--- src/hw/rtl/assert_macros.svh ---
// assertion helpers for the tree diameter block
`ifndef ASSERT_MACROS_SVH
`define ASSERT_MACROS_SVH

// property must hold at every edge outside reset
`define CHECK_ALWAYS(label, prop, msg) \
  label: assert property (@(posedge clk) disable iff (rst) (prop)) else $error(msg);

// antecedent implies consequent in the next cycle
`define CHECK_NEXT(label, ante, cons, msg) \
  label: assert property (@(posedge clk) disable iff (rst) (ante) |=> (cons)) else $error(msg);

`endif

--- src/hw/rtl/tdb_pkg.sv ---
`default_nettype none
package tdb_pkg;
  localparam int MaxNodes = 1024;
  localparam int MaxSlots = 2048;
  localparam int NodeW = 11;
  localparam int SlotW = 12;
  localparam int ValW = 21;

  // input item modes
  localparam logic [1:0] ModeClear = 2'd0;
  localparam logic [1:0] ModeAdd = 2'd1;
  localparam logic [1:0] ModeCompute = 2'd2;
  localparam logic [1:0] ModeQuery = 2'd3;

  // result kinds
  localparam logic KindDiameter = 1'b0;
  localparam logic KindQuery = 1'b1;

  // register addresses
  localparam logic [1:0] RegNodeCount = 2'd0;
endpackage
`default_nettype wire

--- src/hw/rtl/tdb_query.sv ---
`default_nettype none
// query answer, registered: x-1 up to diameter+1 (0 for x of 0), then 2*(x-diameter-1)+diameter
module tdb_query (
  input  wire logic                     clk,
  input  wire logic [tdb_pkg::ValW-1:0] visit_count,
  input  wire logic [tdb_pkg::NodeW-1:0] diameter,
  output logic      [tdb_pkg::ValW-1:0] answer
);
  logic [tdb_pkg::ValW+1:0] d1;
  logic [tdb_pkg::ValW+1:0] x;
  logic [tdb_pkg::ValW+1:0] r;

  always_comb begin
    d1 = {{(tdb_pkg::ValW+1-tdb_pkg::NodeW){1'b0}}, diameter} + 23'd1;
    x = {2'b00, visit_count};
    if (x <= d1) begin
      r = (x == '0) ? '0 : x - 23'd1;
    end else begin
      r = ((x - d1) << 1) + d1 - 23'd1;
    end
  end

  // saturate to the output width
  always_ff @(posedge clk) begin
    answer <= (r[tdb_pkg::ValW+1:tdb_pkg::ValW] != 2'b00) ? {tdb_pkg::ValW{1'b1}}
                                                          : r[tdb_pkg::ValW-1:0];
  end
endmodule
`default_nettype wire
--- config.mk ---
export PLATFORM = sky130hd
export DESIGN_NAME = tdb_query
export DESIGN_NICKNAME = d
export VERILOG_FILES = /design/src/hw/rtl/assert_macros.svh /design/src/hw/rtl/tdb_pkg.sv /design/src/hw/rtl/tdb_query.sv
export SDC_FILE = /design/constraint.sdc
export NUM_CORES = 1
export LEC_CHECK = 0
export BUFFER_PORTS_ARGS = -buffer_cell sky130_fd_sc_hd__buf_4
export CAP_MARGIN = 20
export CORE_MARGIN = 1.5
export CORE_UTILIZATION = 40
export DETAILED_ROUTE_END_ITERATION = 6
export GPL_ROUTABILITY_DRIVEN = 1
export REMOVE_ABC_BUFFERS = 1
export SYNTH_ARGS = -nofsm -noshare
export SYNTH_HDL_FRONTEND = slang
export SYNTH_SLANG_ARGS = --single-unit
--- constraint.sdc ---
create_clock -name clk -period 9.53 [get_ports clk]
set_input_delay 0.953 -clock clk [delete_from_list [all_inputs] [get_ports clk]]
set_output_delay 0.953 -clock clk [all_outputs]
set_load 0.02 [all_outputs]
Word level (Yosys, flattened, before mapping)
Cells that the tools add are included.
{ "classes": {"add_sub_neg": 5, "n_lt_le_gt_ge": 1, "n_mux": 2, "reduce_logical": 2} }
{ "op_table": {"columns": ["op", "n"], "rows": [
  ["23-bit two-way mux", 2],
  ["23-bit by 12-bit adder with 23-bit output", 1],
  ["23-bit by 1-bit subtractor with 23-bit output (second input constant)", 1],
  ["21-bit by 1-bit subtractor with 22-bit output (second input constant)", 1],
  ["21-bit by 12-bit subtractor with 22-bit output", 1],
  ["21-bit by 12-bit <= comparator with 1-bit output", 1],
  ["21-bit zero test", 1],
  ["11-bit by 1-bit adder with 12-bit output (second input constant)", 1],
  ["2-bit nonzero test", 1]
]} }
{ "totals": {"reg_bits": 21, "input_bits": 33, "out_inout_bits": 21, "elab_cells": 11} }

Depth between registers and ports, before layout
{ "logic_depth": {"depth_word": 6, "depth_mapped": 27, "depth_no_buf": 26} }

Worst setup path after synthesis
Ideal clock, no wire load.
{ "synth_path": {"kind": "input -> register", "from": "in diameter[0] in the netlist's numbering", "to": "reg answer[12] in the netlist's numbering", "setup_ns": 0.145, "arrival_ns": 5.766, "required_time_ns": 9.385, "slack_ns": 3.619, "stages": 24, "path_cell_list": "ha_1 -> inv_1 -> ha_1 -> nor2b_1 -> o31a_1 -> o21a_1 -> o21ai_0 -> a41o_1 -> a21oi_1 -> maj3_1 -> xor2_1 -> inv_1 -> ha_1 -> nand3_1 -> nor2_1 -> nand2_1 -> o211a_1 -> o311ai_0 -> a311o_1 -> nand2_1 -> a221oi_1 -> nor3_1 -> a22oi_1 -> o21ai_0"} }
{ "synth_between": {"elab_chain_len": 6, "elab_cells_between_ends": 7, "cone_classes": "4 x add/sub; 1 x order compare; 1 x mux; 1 x reduce/logical"} }
{ "synth_lines": {"columns": ["element", "line", "source"], "rows": [
  ["start: declaration", "tdb_query.sv:6", "input wire logic [tdb_pkg::NodeW-1:0] diameter,"],
  ["11-bit by 1-bit adder with 12-bit output *", "tdb_query.sv:14", "d1 = {{(tdb_pkg::ValW+1-tdb_pkg::NodeW){1'b0}}, diameter} + 23'd1;"],
  ["21-bit by 12-bit subtractor with 22-bit output", "tdb_query.sv:19", "r = ((x - d1) << 1) + d1 - 23'd1;"],
  ["23-bit by 12-bit adder with 23-bit output", "tdb_query.sv:19", null],
  ["23-bit by 1-bit subtractor with 23-bit output", "tdb_query.sv:19", null],
  ["23-bit two-way mux *", "tdb_query.sv:16", "if (x <= d1) begin"],
  ["2-bit nonzero test", "tdb_query.sv:25", "answer <= (r[tdb_pkg::ValW+1:tdb_pkg::ValW] != 2'b00) ? {tdb_pkg::ValW{1'b1}}"],
  ["end signal: assignment", "tdb_query.sv:25", null],
  ["end: declaration", "tdb_query.sv:7", "output logic [tdb_pkg::ValW-1:0] answer"]
]} }
Every way passes the cells marked *; elsewhere a longest branch is shown, timed or not.
A chain may end at the register's enable or synchronous reset.

Worst setup path in the final report
{ "layout_path": {"from": "in diameter[0] in the netlist's numbering", "to": "reg answer[13] in the netlist's numbering"} }
Same word-level chain as after synthesis.

==> impl_metrics.env <==
export IMPL_fmax_mhz=148
export IMPL_cts_path_max_buffers=2
export IMPL_core_area_um2=7810
export IMPL_powerDensity_nw_per_um2=161
export IMPL_seq_area_um2=420
export IMPL_critPathMaxFanout=9
export IMPL_peakVddDrop_mv=0.0404
export IMPL_synth_top_area_cell="ha_1"
export IMPL_slew_violations=0
export IMPL_avgSynthCellArea_um2=7.42
export IMPL_crit_type="in2reg"
export IMPL_fin_crit_sh_pct=70.9
export IMPL_setup_viol=0
export IMPL_initial_core_util_pct=41.7
export IMPL_hpwl_um=6840
export IMPL_cts_resized=0
export IMPL_ys_warn_count=0
export IMPL_final_cells=588
export IMPL_required_ns=9.64
export IMPL_end_kind="flop"
export IMPL_cts_tree="yes"
export IMPL_antenna_found_initial=0
export IMPL_drc=0
export IMPL_grt_first_pass_wirelength_um=13400
export IMPL_port_buffers=53
export IMPL_layout_commonest_cell="buf_4"
export IMPL_wirelength_um=7980
export IMPL_status="finished clean"
export IMPL_regMostFlops="answer"
export IMPL_hold_ws_ns=1.02
export IMPL_clk_pin_slew_ns=0.07
export IMPL_final_util_pct=48.5
export IMPL_grt_overflow=0
export IMPL_fp_dieH_um=93.2
export IMPL_post_cts_buffers=0
export IMPL_placedCellCount=583
export IMPL_post_place_ws_ns=2.56
export IMPL_ys_top_cells_by_area="ha_1 15%, dfxtp_1 13%, xnor2_1 6.7%"
export IMPL_syn_to_final_growth_pct=16.2
export IMPL_cts_sinks=21
export IMPL_rsz0062_at_grt="no"
export IMPL_synth_top_family_by_area="compound AO/OA/AOI/OAI gates"
export IMPL_tns_ns=0
export IMPL_synth_compound_area_share_pct=25.8
export IMPL_drt_first_pass_iters=4
export IMPL_synth_fa_ha_area_share_pct=16.5
export IMPL_vias=3219
export IMPL_mostFrequentLayoutCells="54 x buf_4, 40 x inv_1, 38 x ha_1, 32 x nor2_1, 30 x nand2_1"
export IMPL_synthMuxAreaShare_pct=0.615
export IMPL_synth_main_ff_cell="dfxtp_1"
export IMPL_start_kind="input port"
export IMPL_p_leak_nw=1.66
export IMPL_worst_pin_slew_ns=0.828
export IMPL_cts_root_buf="clkbuf_8"
export IMPL_wire_per_inst_um=13.6
export IMPL_syn_area_um2=3260
export IMPL_finalHoldViolCount=0
export IMPL_period_minus_slack_ns=6.76
export IMPL_grt_max_degree=26
export IMPL_yosys_area_share_simple_pct=23.2
export IMPL_fp_dieW_um=93.2
export IMPL_yosysUniqueCellTypes=63
export IMPL_async_flop_share_pct=0
export IMPL_dieArea_um2=8690
export IMPL_cts_made_buffers=3
export IMPL_multiInputGateArea_um2=2630
export IMPL_gp_congestion=0.899
export IMPL_ys_ff_latch=21
export IMPL_drive_gt1_share_pct=15.4
export IMPL_reg_top3="answer: 21 flops"
export IMPL_fillCellCount=811
export IMPL_arrival_ns=6.87
export IMPL_grt_pass1_vias=2864
export IMPL_fin_ws_ns=2.77
export IMPL_nNetsFinal=560
export IMPL_io_pins=54
export IMPL_yosysSeqAreaShare_pct=12.9
export IMPL_largest_reg_flops=21
export IMPL_finalPower_mw=0.609
export IMPL_slew_headroom_pct=44.1
export IMPL_rows=32
export IMPL_grt_usage_pct=18.7
export IMPL_hold_class="in2reg"
export IMPL_hold_buffers=0
export IMPL_place_area_um2=3730
export IMPL_synth_xor_area_share_pct=14.6
export IMPL_cap_violations=0
export IMPL_stdcell_area_um2=3780
export IMPL_synth_edf_count=0
export IMPL_yosysTopAreaCellShare_pct=14.6
export IMPL_syn_inst=439
export IMPL_num_antenna_cells=0
export IMPL_via_per_inst=5.47
export IMPL_first_iter_violations=186
export IMPL_cts_htree_levels=1
export IMPL_ant_nets=0
## Yosys cell counts (5+ instances only)
cell type / n
a21o_1: 9
a21oi_1: 29
a31oi_1: 16
clkbuf_1: 10
dfxtp_1: 21
ha_1: 38
inv_1: 40
nand2_1: 30
nand3_1: 6
nor2_1: 32
nor2b_1: 6
nor3_1: 21
nor4_1: 5
o21a_1: 9
o21ai_0: 25
or2_2: 5
or3_1: 9
xnor2_1: 25
xor2_1: 24
## routing by layer
layer	share of wire, %	vias to the layer above	track usage (%)
li1	-	1682	-
met1	52	1444	28.4
met2	42	88	28.8
met3	4.7	5	0.813
met4	0.94	0	4.55
met5	0	-	0
## kinds of logic after synthesis
logic type,after synthesis
compound gates,127
xor+xnor,51
fa+ha+maj,42
buf+inv,52
flops,21
mux,2
simple gates,144
## worst max-delay path, stage by stage
cell and delay (ns):
buf_4 0.13, ha_1 0.23, xnor2_1 0.28, ha_1 0.35, o21a_1 0.20, o31a_1 0.11, o21a_1 0.18, o21ai_0 0.22
a41o_1 0.32, a21oi_1 0.10, maj3_1 0.37, xor2_1 0.19, inv_1 0.07, ha_1 0.34, nand3_1 0.11, nor2_1 0.16
nand2_1 0.07, o211a_1 0.27, o311ai_0 0.71, a311o_1 0.34, nand2_1 0.09, a221oi_1 0.32, nor3_1 0.10, a22oi_1 0.47
o21ai_0 0.18
## power by group
group	internal [mW]	switching [mW]	total (mW)
Sequential	0.115	0.00638	0.121
Clock	0.0291	0.0253	0.0543
Combinational	0.195	0.239	0.433
Total	0.338	0.270	0.609
## worst paths after layout
path,startpoint,to,slack (ns),cells after the start
worst min-delay path,visit_count[0],answer[0],1.02,4
worst max-delay path,diameter[0],answer[13],2.77,25
## area by class of cell
cell class,instances,share of cell area [%]
flip-flops and latches,21,11.1
multi-input cells,366,69.4
well taps,102,3.37
repair buffers,55,10.9
clock buffers,3,1.09
clock inverters,1,0.132
inverters,40,3.97
Note: power is estimated with default switching activity, not from simulation.
